[src/hdl/jsud_pkg.sv]
// ----------------------------------------------------------------------------
// jsud_pkg
// Shared types, character codes and helpers for the JSON string unescape
// decoder.
// ----------------------------------------------------------------------------
package jsud_pkg;

    // scan modes
    localparam logic [1:0] MODE_IDLE = 2'd0;
    localparam logic [1:0] MODE_STR  = 2'd1;
    localparam logic [1:0] MODE_ESC  = 2'd2;
    localparam logic [1:0] MODE_HEX  = 2'd3;

    // error codes
    localparam logic [2:0] ERR_NONE     = 3'd0;
    localparam logic [2:0] ERR_NO_QUOTE = 3'd1;
    localparam logic [2:0] ERR_BAD_ESC  = 3'd2;
    localparam logic [2:0] ERR_BAD_HEX  = 3'd3;
    localparam logic [2:0] ERR_SURR     = 3'd4;
    localparam logic [2:0] ERR_EOI      = 3'd5;

    // character codes
    localparam logic [7:0] CH_QUOTE  = 8'h22;
    localparam logic [7:0] CH_BSLASH = 8'h5C;
    localparam logic [7:0] CH_SLASH  = 8'h2F;
    localparam logic [7:0] CH_SPACE  = 8'h20;
    localparam logic [7:0] CH_TAB    = 8'h09;
    localparam logic [7:0] CH_CR     = 8'h0D;
    localparam logic [7:0] CH_LF     = 8'h0A;
    localparam logic [7:0] CH_FF     = 8'h0C;
    localparam logic [7:0] CH_BS     = 8'h08;
    localparam logic [7:0] CH_LC_B   = 8'h62;
    localparam logic [7:0] CH_LC_F   = 8'h66;
    localparam logic [7:0] CH_LC_N   = 8'h6E;
    localparam logic [7:0] CH_LC_R   = 8'h72;
    localparam logic [7:0] CH_LC_T   = 8'h74;
    localparam logic [7:0] CH_LC_U   = 8'h75;

    localparam int MAX_RES = 3;

    typedef struct packed {
        logic [7:0] out_byte;
        logic       byte_valid;
        logic       last;
        logic       string_done;
        logic [2:0] error_code;
    } t_result;

    typedef struct packed {
        logic [1:0]             cnt;
        t_result [MAX_RES-1:0]  res;
    } t_batch;

    function automatic t_result mk_byte(input logic [7:0] b, input logic is_last);
        t_result r;
        r             = '0;
        r.out_byte    = b;
        r.byte_valid  = 1'b1;
        r.last        = is_last;
        return r;
    endfunction

    function automatic t_result mk_err(input logic [2:0] code);
        t_result r;
        r            = '0;
        r.last       = 1'b1;
        r.error_code = code;
        return r;
    endfunction

    // {valid, nibble}
    function automatic logic [4:0] hex_value(input logic [7:0] c);
        logic [4:0] v;
        v = '0;
        if (c >= 8'h30 && c <= 8'h39) begin
            v = {1'b1, c[3:0]};
        end else if ((c >= 8'h61 && c <= 8'h66) || (c >= 8'h41 && c <= 8'h46)) begin
            v = {1'b1, c[3:0] + 4'd9};
        end
        return v;
    endfunction

endpackage

[src/hdl/jsud_decode.sv]
// ----------------------------------------------------------------------------
// jsud_decode
// Scan state and single-pass decode of one JSON text byte into up to three
// result items.
// ----------------------------------------------------------------------------
module jsud_decode (
    input  logic             i_clk,
    input  logic             i_rst_n,
    input  logic             i_advance,
    input  logic [7:0]       i_byte,
    input  logic             i_eoi,
    output jsud_pkg::t_batch o_batch
);

    logic [1:0]  r_mode, n_mode;
    logic [1:0]  r_hex_cnt, n_hex_cnt;
    logic [15:0] r_code, n_code;
    logic [4:0]  hex;
    logic [15:0] cu;

    assign hex = jsud_pkg::hex_value(i_byte);
    assign cu  = {r_code[11:0], hex[3:0]};

    always_comb begin
        n_mode    = r_mode;
        n_hex_cnt = r_hex_cnt;
        n_code    = r_code;
        o_batch   = '0;
        if (i_eoi) begin
            n_mode     = jsud_pkg::MODE_IDLE;
            n_hex_cnt  = '0;
            n_code     = '0;
            o_batch.cnt    = 2'd1;
            o_batch.res[0] = jsud_pkg::mk_err(jsud_pkg::ERR_EOI);
        end else begin
            case (r_mode)
                jsud_pkg::MODE_IDLE: begin
                    if (i_byte inside {[jsud_pkg::CH_TAB:jsud_pkg::CH_CR], jsud_pkg::CH_SPACE}) begin
                        // skip whitespace
                    end else if (i_byte == jsud_pkg::CH_QUOTE) begin
                        n_mode = jsud_pkg::MODE_STR;
                    end else begin
                        o_batch.cnt    = 2'd1;
                        o_batch.res[0] = jsud_pkg::mk_err(jsud_pkg::ERR_NO_QUOTE);
                    end
                end
                jsud_pkg::MODE_STR: begin
                    if (i_byte == jsud_pkg::CH_QUOTE) begin
                        n_mode                     = jsud_pkg::MODE_IDLE;
                        o_batch.cnt                = 2'd1;
                        o_batch.res[0]             = '0;
                        o_batch.res[0].last        = 1'b1;
                        o_batch.res[0].string_done = 1'b1;
                    end else if (i_byte == jsud_pkg::CH_BSLASH) begin
                        n_mode = jsud_pkg::MODE_ESC;
                    end else begin
                        o_batch.cnt    = 2'd1;
                        o_batch.res[0] = jsud_pkg::mk_byte(i_byte, 1'b1);
                    end
                end
                jsud_pkg::MODE_ESC: begin
                    n_mode      = jsud_pkg::MODE_STR;
                    o_batch.cnt = 2'd1;
                    case (i_byte)
                        jsud_pkg::CH_QUOTE, jsud_pkg::CH_BSLASH, jsud_pkg::CH_SLASH:
                            o_batch.res[0] = jsud_pkg::mk_byte(i_byte, 1'b1);
                        jsud_pkg::CH_LC_B: o_batch.res[0] = jsud_pkg::mk_byte(jsud_pkg::CH_BS, 1'b1);
                        jsud_pkg::CH_LC_F: o_batch.res[0] = jsud_pkg::mk_byte(jsud_pkg::CH_FF, 1'b1);
                        jsud_pkg::CH_LC_N: o_batch.res[0] = jsud_pkg::mk_byte(jsud_pkg::CH_LF, 1'b1);
                        jsud_pkg::CH_LC_R: o_batch.res[0] = jsud_pkg::mk_byte(jsud_pkg::CH_CR, 1'b1);
                        jsud_pkg::CH_LC_T: o_batch.res[0] = jsud_pkg::mk_byte(jsud_pkg::CH_TAB, 1'b1);
                        jsud_pkg::CH_LC_U: begin
                            n_mode      = jsud_pkg::MODE_HEX;
                            n_hex_cnt   = '0;
                            n_code      = '0;
                            o_batch.cnt = 2'd0;
                        end
                        default: begin
                            n_mode         = jsud_pkg::MODE_IDLE;
                            n_hex_cnt      = '0;
                            n_code         = '0;
                            o_batch.res[0] = jsud_pkg::mk_err(jsud_pkg::ERR_BAD_ESC);
                        end
                    endcase
                end
                default: begin
                    if (!hex[4]) begin
                        n_mode         = jsud_pkg::MODE_IDLE;
                        n_hex_cnt      = '0;
                        n_code         = '0;
                        o_batch.cnt    = 2'd1;
                        o_batch.res[0] = jsud_pkg::mk_err(jsud_pkg::ERR_BAD_HEX);
                    end else if (r_hex_cnt != 2'd3) begin
                        n_hex_cnt = r_hex_cnt + 2'd1;
                        n_code    = cu;
                    end else begin
                        n_hex_cnt = '0;
                        n_code    = '0;
                        if (cu[15:11] == 5'b11011) begin
                            n_mode         = jsud_pkg::MODE_IDLE;
                            o_batch.cnt    = 2'd1;
                            o_batch.res[0] = jsud_pkg::mk_err(jsud_pkg::ERR_SURR);
                        end else begin
                            n_mode = jsud_pkg::MODE_STR;
                            if (cu[15:7] == '0) begin
                                o_batch.cnt    = 2'd1;
                                o_batch.res[0] = jsud_pkg::mk_byte({1'b0, cu[6:0]}, 1'b1);
                            end else if (cu[15:11] == '0) begin
                                o_batch.cnt    = 2'd2;
                                o_batch.res[0] = jsud_pkg::mk_byte({3'b110, cu[10:6]}, 1'b0);
                                o_batch.res[1] = jsud_pkg::mk_byte({2'b10, cu[5:0]}, 1'b1);
                            end else begin
                                o_batch.cnt    = 2'd3;
                                o_batch.res[0] = jsud_pkg::mk_byte({4'b1110, cu[15:12]}, 1'b0);
                                o_batch.res[1] = jsud_pkg::mk_byte({2'b10, cu[11:6]}, 1'b0);
                                o_batch.res[2] = jsud_pkg::mk_byte({2'b10, cu[5:0]}, 1'b1);
                            end
                        end
                    end
                end
            endcase
        end
    end

    always_ff @(posedge i_clk) begin
        if (!i_rst_n) begin
            r_mode    <= jsud_pkg::MODE_IDLE;
            r_hex_cnt <= '0;
            r_code    <= '0;
        end else if (i_advance) begin
            r_mode    <= n_mode;
            r_hex_cnt <= n_hex_cnt;
            r_code    <= n_code;
        end
    end

endmodule

[src/hdl/jsud_out_buf.sv]
// ----------------------------------------------------------------------------
// jsud_out_buf
// Result register: holds the up to three results of one item and hands
// them out one transfer at a time.
// ----------------------------------------------------------------------------
module jsud_out_buf (
    input  logic             i_clk,
    input  logic             i_rst_n,
    input  logic             i_load,
    input  jsud_pkg::t_batch i_batch,
    output logic             o_free,
    output logic             o_valid,
    input  logic             i_ready,
    output jsud_pkg::t_result o_res
);

    jsud_pkg::t_result [jsud_pkg::MAX_RES-1:0] r_res;
    logic [1:0] r_cnt;
    logic [1:0] r_idx;
    logic       xfer;

    assign o_valid = (r_cnt != 2'd0);
    assign xfer    = o_valid && i_ready;
    // free when empty or the final result leaves this cycle
    assign o_free  = (r_cnt == 2'd0) || (r_cnt == 2'd1 && i_ready);
    assign o_res   = r_res[r_idx];

    always_ff @(posedge i_clk) begin
        if (i_load) begin
            r_res <= i_batch.res;
        end
    end

    always_ff @(posedge i_clk) begin
        if (!i_rst_n) begin
            r_cnt <= '0;
            r_idx <= '0;
        end else if (i_load) begin
            r_cnt <= i_batch.cnt;
            r_idx <= '0;
        end else if (xfer) begin
            r_cnt <= r_cnt - 2'd1;
            r_idx <= r_idx + 2'd1;
        end
    end

    a_load_when_free: assert property (@(posedge i_clk) disable iff (!i_rst_n)
        i_load |-> o_free)
        else $error("result register loaded while still holding results");

    a_idx_in_range: assert property (@(posedge i_clk) disable iff (!i_rst_n)
        ({1'b0, r_idx} + {1'b0, r_cnt}) <= 3'd3)
        else $error("result index past end of batch");

    a_last_on_final: assert property (@(posedge i_clk) disable iff (!i_rst_n)
        o_valid |-> (o_res.last == (r_cnt == 2'd1)))
        else $error("last flag does not match final result");

    a_mid_is_byte: assert property (@(posedge i_clk) disable iff (!i_rst_n)
        (o_valid && !o_res.last) |-> (o_res.byte_valid && o_res.error_code == 3'd0))
        else $error("non-final result is not a plain byte");

endmodule

[src/hdl/json_string_unescape_decoder.sv]
// ----------------------------------------------------------------------------
// json_string_unescape_decoder
// Decodes JSON strings from a byte stream: escapes, \u to UTF-8, errors.
//
//   channel | valid   | ready   | payload
//   --------+---------+---------+-------------------------------------------
//   input   | i_valid | o_ready | i_in_byte, i_end_of_input
//   output  | o_valid | i_ready | o_out_byte, o_byte_valid, o_last,
//           |         |         | o_string_done, o_error_code
//
// One byte per cycle while the result register is free; an item waits in the
// input register, then moves to the result register with all of its results
// decoded. A \u escape of two or three UTF-8 bytes holds the input while the
// result register drains.
// Output stalls back up through the result and input registers.
// Reset (synchronous, active low) empties both registers and returns the
// scan to idle.
// ----------------------------------------------------------------------------
module json_string_unescape_decoder (
    input  logic       i_clk,
    input  logic       i_rst_n,
    input  logic       i_valid,
    output logic       o_ready,
    input  logic [7:0] i_in_byte,
    input  logic       i_end_of_input,
    output logic       o_valid,
    input  logic       i_ready,
    output logic [7:0] o_out_byte,
    output logic       o_byte_valid,
    output logic       o_last,
    output logic       o_string_done,
    output logic [2:0] o_error_code
);

    logic       r_in_valid;
    logic [7:0] r_in_byte;
    logic       r_in_eoi;
    logic       buf_free;
    logic       advance;

    jsud_pkg::t_batch  batch;
    jsud_pkg::t_result res;

    assign advance = r_in_valid && buf_free;
    assign o_ready = !r_in_valid || buf_free;

    always_ff @(posedge i_clk) begin
        if (!i_rst_n) begin
            r_in_valid <= 1'b0;
        end else if (o_ready) begin
            r_in_valid <= i_valid;
        end
    end

    always_ff @(posedge i_clk) begin
        if (o_ready && i_valid) begin
            r_in_byte <= i_in_byte;
            r_in_eoi  <= i_end_of_input;
        end
    end

    jsud_decode u_decode (
        .i_clk     (i_clk),
        .i_rst_n   (i_rst_n),
        .i_advance (advance),
        .i_byte    (r_in_byte),
        .i_eoi     (r_in_eoi),
        .o_batch   (batch)
    );

    jsud_out_buf u_out_buf (
        .i_clk   (i_clk),
        .i_rst_n (i_rst_n),
        .i_load  (advance),
        .i_batch (batch),
        .o_free  (buf_free),
        .o_valid (o_valid),
        .i_ready (i_ready),
        .o_res   (res)
    );

    assign o_out_byte    = res.out_byte;
    assign o_byte_valid  = res.byte_valid;
    assign o_last        = res.last;
    assign o_string_done = res.string_done;
    assign o_error_code  = res.error_code;

endmodule
[config.mk]
export PLATFORM = sky130hd
export DESIGN_NAME = json_string_unescape_decoder
export DESIGN_NICKNAME = d
export VERILOG_FILES = /design/src/hdl/jsud_pkg.sv /design/src/hdl/jsud_decode.sv /design/src/hdl/jsud_out_buf.sv /design/src/hdl/json_string_unescape_decoder.sv
export SDC_FILE = /design/constraint.sdc
export NUM_CORES = 1
export LEC_CHECK = 0
export CAP_MARGIN = 20
export CORE_ASPECT_RATIO = 1.1
export CORE_MARGIN = 5
export CORE_UTILIZATION = 30
export CTS_CLUSTER_DIAMETER = 200
export CTS_CLUSTER_SIZE = 12
export DETAILED_ROUTE_END_ITERATION = 6
export DONT_BUFFER_PORTS = 1
export SKIP_LAST_GASP = 1
export SYNTH_ARGS = -nofsm -noshare
export SYNTH_HDL_FRONTEND = slang
export SYNTH_SLANG_ARGS = --single-unit
[constraint.sdc]
create_clock -name i_clk -period 2.45 [get_ports i_clk]
set_input_delay 0.1225 -clock i_clk [delete_from_list [all_inputs] [get_ports i_clk]]
set_output_delay 0.1225 -clock i_clk [all_outputs]
set_load 0.02 [all_outputs]
== Word level (Yosys, flattened, before mapping) ==
Index checks and enable logic that the tools add are counted.

* Output and inout port bits: 16
* Input bits: 13
* Bits in registers: 72

* Reduce and logical (&&, ||, !) cells: 27
* Muxes and demuxes: 51
* Magnitude comparators: 9
* Equality and inequality tests: 21
* Bitwise operators: 2
* $add $sub $neg: 4

{| class="wikitable"
|+ Operators by type and width
! kind !! count
|-
| $mux W14 || 8
|-
| $pmux W14 S7 || 1
|-
| $eq A8 B7 Y1 const B || 7
|-
| $mux W28 || 2
|-
| $mux W12 || 4
|-
| $mux W44 || 1
|-
| $pmux W14 S3 || 1
|-
| $mux W2 || 19
|-
| $bmux W14 S2 || 1
|-
| $mux W26 || 1
|-
| $eq A8 B6 Y1 const B || 3
|-
| $pmux W12 S2 || 1
|-
| $ge A8 B7 Y1 const B || 2
|-
| $le A8 B7 Y1 const B || 2
|-
| $reduce_or A8 Y1 || 2
|-
| $mux W5 || 3
|-
| $pmux W2 S3 || 2
|-
| $logic_not A9 Y1 || 1
|-
| $reduce_or A9 Y1 || 1
|-
| $ge A8 B4 Y1 const B || 1
|-
| $ge A8 B6 Y1 const B || 1
|-
| $le A8 B4 Y1 const B || 1
|-
| $le A8 B6 Y1 const B || 1
|-
| $logic_and A1 B1 Y1 || 8
|-
| other kinds (25) || 40
|}

== Longest topological paths before layout ==
* Depth in word-level cells: 13
* Gate-level depth with buffers: 9
* Gate-level depth less buffers: 8

== Cells and area by module ==
From an unflattened synthesis, not the netlist that was laid out.

* Cell total of the unflattened synthesis: 384
* Area total of the unflattened synthesis: 3,922.5 um^2

{| class="wikitable"
|+ Modules (own cells, without submodules)
! module !! sequential area each (um^2) !! area each (um^2) !! cells an instance !! times used
|-
| jsud_decode || 320.3 || 1,794.2 || 254 || 1
|-
| jsud_out_buf || 1,341.3 || 1,793.0 || 115 || 1
|-
| json_string_unescape_decoder || 290.3 || 335.3 || 15 || 1
|}

== Least setup slack after synthesis ==
No wires, ideal clock.

* Path kind: register to register
* Start: register r_in_byte[0]
* End: register u_out_buf.r_res[7] (netlist name), data pin
* Required time: 2.189 ns
* Arrival time: 2.111 ns
* Path slack: 0.078 ns
* Cell stages (with the launch flop): 8
* Cells stage by stage: edfxtp_1 -> inv_1 -> ha_1 -> or3b_1 -> and3_1 -> a22oi_1 -> o21ai_0 -> a221o_1

* Longest elaborated chain between the ends: 10
* Elaborated cells between the ends (all ways): 31
* Classes of those cells: add/sub (1); order compare (6); eq/ne (9); mux (10); reduce/logical (5)

{| class="wikitable"
|+ RTL lines
! what !! RTL line !! text
|-
| start, declared || json_string_unescape_decoder.sv:36 || <nowiki>logic [7:0] r_in_byte;</nowiki>
|-
| start signal, assigned || json_string_unescape_decoder.sv:57 || <nowiki>r_in_byte <= i_in_byte;</nowiki>
|-
| $ge A8 B7 Y1 or $le A8 B7 Y1 (tied branches) || jsud_pkg.sv:77 || <nowiki>end else if ((c >= 8'h61 && c <= 8'h66) || (c >= 8'h41 && c <= 8'h46)) begin</nowiki>
|-
| $logic_and A1 B1 Y1 || jsud_pkg.sv:77 ||
|-
| $logic_or A1 B1 Y1 || jsud_pkg.sv:77 ||
|-
| $mux W5 || jsud_pkg.sv:77 ||
|-
| $mux W5 || jsud_pkg.sv:75 || <nowiki>if (c >= 8'h30 && c <= 8'h39) begin</nowiki>
|-
| $mux W14 || jsud_decode.sv:105 || <nowiki>if (cu[15:7] == '0) begin</nowiki>
|-
| $mux W14 || jsud_decode.sv:99 || <nowiki>if (cu[15:11] == 5'b11011) begin</nowiki>
|-
| $mux W44 || jsud_decode.sv:93 || <nowiki>end else if (r_hex_cnt != 2'd3) begin</nowiki>
|-
| $mux W14 || jsud_decode.sv:87 || <nowiki>if (!hex[4]) begin</nowiki>
|-
| $pmux W14 S3 (*) || jsud_decode.sv:36 || <nowiki>case (r_mode)</nowiki>
|-
| end signal, assigned || jsud_out_buf.sv:30 || <nowiki>r_res <= i_batch.res;</nowiki>
|-
| end, declared || jsud_out_buf.sv:17 || <nowiki>jsud_pkg::t_result [jsud_pkg::MAX_RES-1:0] r_res;</nowiki>
|}

Every way passes the cells marked *; elsewhere a longest branch is shown, timed or not.
A chain may end at the register's enable or synchronous reset.

== Worst setup path after layout ==
* Start: register r_in_byte[0]
* End: register u_out_buf.r_res[1] (netlist name), data pin

* Longest elaborated chain between the ends: 7
* Elaborated cells between the ends (all ways): 32
* Classes of those cells: order compare (8); eq/ne (10); mux (7); reduce/logical (7)

{| class="wikitable"
|+ RTL lines
! what !! RTL line
|-
| $ge A8 B7 Y1 or $le A8 B7 Y1 (tied branches) || jsud_pkg.sv:77
|-
| $logic_and A1 B1 Y1 || jsud_pkg.sv:77
|-
| $logic_or A1 B1 Y1 || jsud_pkg.sv:77
|-
| $mux W5 || jsud_pkg.sv:77
|-
| $mux W5 || jsud_pkg.sv:75
|-
| $mux W14 || jsud_decode.sv:87
|-
| $pmux W14 S3 (*) || jsud_decode.sv:36
|}

Marks and branches as above.

==> impl_metrics.py <==
metrics = {
    "power": {
        "p_clk_share_pct": 38.6,
        "p_switching_w": 0.00111,
        "leakagePower_nw": 1.60,
        "internal-power_w": 0.00239,
        "p_sw_share_pct": 31.8,
        "ir_drop_mv": 0.363,
        "p_comb_share_pct": 24.2,
        "p_per_area_mw_per_mm2": 760,
        "power_w": 0.00350,
        "seqPwrFrac_pct": 37.2,
    },
    "clock_network": {
        "clkSinkCount": 59,
        "cts_tree": "done",
        "clk_latency_ns": 0.34,
        "cts.clk_slew.worst_paths_ns": 0.06,
        "cts_htree_levels": 3,
        "clock-root-buffer": "clkbuf_16",
        "cts_inserted_buffers": 9,
        "clockBufferDepth": 2,
    },
    "global_routing": {
        "grt_start_max_net_pins": 31,
        "use_met2_pct": 21.9,
        "grt_util_all_layers_pct": 14.0,
        "grt.busiest_layer": "met2",
        "grt_pass1_vias": 2987,
        "grt_pass1_wl_mm": 16.2,
        "antenna_found_initial": 0,
        "met3_usage_pct": 3.19,
        "grt_overflow_total": 0,
        "met1_usage_pct": 19.1,
    },
    "worst_setup_path": {
        "startpoint_type": "flop",
        "worstSetupPathType": "reg2reg",
        "cp.required_ns": 2.63,
        "worstPathArrival_ns": 2.60,
        "path_max_fanout": 4,
        "endpoint_kind": "flop",
    },
    "route": {
        "drcViolationCount": 0,
        "wire_per_inst_um": 17.1,
        "drtAntennaViolNets": 0,
        "viasPerCell": 5.39,
        "drt_iter0_markers": 259,
        "vias": 3188,
        "first_pass_iters": 5,
        "routed_wl_mm": 10.1,
    },
    "sta": {
        "maxSlewViolCount": 0,
        "hold_slack_ns": 0.0199,
        "layout_min_cycle_time_ns": 2.42,
        "finalSetupViolations": 0,
        "skew_ns": 0.0101,
        "finalHoldViolCount": 0,
        "setup_tns_ns": 0,
        "fin_crit_sh_pct": 98.8,
        "tightestPinTransition_ns": 0.796,
        "timing.fmax_mhz": 413,
        "max-slew-margin-rel_pct": 46.8,
    },
    "floorplan": {
        "ios": 29,
        "dieArea_mm2": 0.0148,
        "rows": 42,
        "die_y_um": 127,
        "die_x_um": 116,
        "initial_core_util_pct": 30.8,
        "core_mm2": 0.0121,
    },
    "placement": {
        "routabilityCongestion": 0.908,
        "port_buffers": 0,
        "dpl-instance-area_mm2": 0.00406,
        "dp_hpwl_mm": 7.45,
    },
    "synth": {
        "synth_flop_cell": "edfxtp_1",
        "synthCells": 393,
        "synth_seq_cells": 59,
        "ys_seq_area_share_pct": 41.9,
        "synth_fp_nets": 418,
        "synth_mux_area_share_pct": 6.17,
        "syn_area_mm2": 0.00373,
        "yosys_warnings": 0,
        "async_reset_ff_share_pct": 0,
        "synthXorXnorAreaFrac_pct": 0.940,
        "synth_top_family_by_area": "simple AND/OR/NAND/NOR gates",
        "synth_area_per_cell_um2": 9.49,
        "synth_edf_count": 38,
        "yosys.area_share.adder_pct": 4.03,
        "synth_compound_area_share_pct": 20.5,
        "synth-simple-area-share_pct": 21.9,
        "ys_types": 76,
    },
    "finish": {
        "multiInputGateArea_mm2": 0.00206,
        "antennaDiodeCount": 0,
        "final-seq-area_mm2": 0.00156,
        "final_layout_size_suffix_gt1_share_pct": 17.8,
        "final_core_util_pct": 38.1,
        "n_fill_cell": 1200,
        "fin_nets": 458,
        "final_area_mm2": 0.00461,
        "syn2layout_area_growth_pct": 23.5,
    },
    "worst_hold_path": {
        "holdCritPathClass": "in2reg",
    },
    "job": {
        "maxCapViolCount": 0,
    },
    "run_status": {
        "status": "complete, no violations",
    },
}
-- final cells by class --
type	count	area share, %
clock buffer	9	4.89
multi-input combinational	296	44.6
timing repair buffer	49	8.91
sequential	59	33.9
tap	154	4.18
clock inverter	7	2.01
inverter	18	1.47
-- worst paths after layout --
kind / slack [ns] / end / cells past startpoint / start
worst min-delay path: 0.02 / u_decode.r_mode[0]$_SDFFE_PN0P_ / 2 / i_rst_n
worst min register to register: 0.48 / u_decode.r_hex_cnt[0]$_SDFFE_PN0P_ / 2 / u_decode.r_hex_cnt[0]$_SDFFE_PN0P_
worst max-delay path: 0.03 / u_out_buf.r_res[1]$_SDFFCE_PP0P_ / 7 / r_in_byte[0]$_DFFE_PP_
worst max register to register: 0.03 / u_out_buf.r_res[1]$_SDFFCE_PP0P_ / 7 / r_in_byte[0]$_DFFE_PP_
-- cell families after synthesis --
logic type / after synthesis
compound gates: 108
xor+xnor: 4
fa+ha+maj: 12
buf+inv: 38
flops: 59
mux: 23
simple gates: 149
-- worst max-delay path: stages, from the launching register on --
cell and delay [ns]:
edfxtp_1 0.44, ha_1 0.28, buf_4 0.16, or2_2 0.27, a32o_1 0.27, nor4bb_1 0.53
a31oi_1 0.18, nor2_1 0.14
-- layer usage --
layer  share of wire (%)  routed length [µm]  up-vias
li1                    -                   -     1548
met1                  45                4580     1515
met2                  48                4830      114
met3                 5.4                 548       11
met4                 1.6                 161        0
met5                   0                   0        -
-- cell usage after synthesis (3+ instances only) --
library cell,instances,share of area (%)
a211oi_1,5,1.0
a21boi_0,3,0.60
a21o_1,4,0.81
a21oi_1,20,2.7
a31oi_1,6,1.0
and2_1,8,1.3
and3_1,4,0.67
buf_2,8,1.1
clkbuf_1,8,0.81
dfxtp_1,21,11
edfxtp_1,38,31
ha_1,12,4.0
inv_1,15,1.5
mux2i_1,23,6.2
nand2_1,52,5.2
nand2b_1,4,0.67
nand3_1,10,1.3
nand4_1,4,0.67
nor2_1,27,2.7
nor2b_1,5,0.84
nor3_1,4,0.54
nor3b_1,3,0.60
nor4_1,3,0.50
o211ai_1,12,2.4
o21a_1,3,0.60
o21ai_0,21,2.8
o21ai_1,7,0.94
or4_1,3,0.60
xnor2_1,3,0.70
-- flip-flops by register name (all words and copies together) (netlist names) --
register / count
r_in_eoi: 1
u_decode.r_code: 12
u_out_buf.r_res: 29
u_out_buf.r_idx: 2
r_in_valid: 1
u_decode.r_hex_cnt: 2
u_decode.r_mode: 2
u_out_buf.r_cnt: 2
r_in_byte: 8
-- cell usage in the layout, fill, tap and decap left out, types with 4 or more instances in the layout --
| cell | count |
|---|---|
| o21ai_0 | 21 |
| a31oi_1 | 6 |
| nand2_1 | 52 |
| nand2b_1 | 4 |
| ha_1 | 12 |
| a21o_1 | 4 |
| clkbuf_16 | 9 |
| inv_1 | 14 |
| nor2b_1 | 5 |
| o21ai_1 | 7 |
| dlygate4sd3_1 | 12 |
| nand3_1 | 10 |
| o211ai_1 | 12 |
| edfxtp_1 | 38 |
| nand4_1 | 4 |
| nor2_1 | 27 |
| a21oi_1 | 20 |
| dfxtp_1 | 21 |
| buf_4 | 36 |
| and3_1 | 4 |
| and2_1 | 8 |
| mux2i_1 | 23 |
| nor3_1 | 4 |
-- power by group through the flow --
stage | logic [W] | clock network [W] | registers (W)
CTS | 0.000832 | 0.00137 | 0.00130
global placement | 0.000793 | 0 | 0.00132
detailed placement | 0.000806 | 0 | 0.00133
global route | 0.000930 | 0.00141 | 0.00132
finish | 0.000848 | 0.00135 | 0.00130
floorplan | 0.000659 | 0 | 0.00127
-- metrics by stage --
| stage | instances | worst slack, ns |
|---|---|---|
| 2_1_floorplan | 393 | 0.0781 |
| 3_3_place_gp | 557 | 0.0485 |
| 3_5_place_dp | 557 | 0.0253 |
| 4_1_cts | 585 | 0.0147 |
| 5_1_grt | 592 | -0.0661 |
| 6_report | 592 | 0.0287 |
-- timing repair --
item	4_1_cts	5_1_grt
hold buffers	12	0
buffers inserted	0	7
gates resized for setup	0	11
hold endpoints to repair	29	0
endpoints found under the setup margin	0	33
No activity file was read; power rests on OpenSTA's default activity.
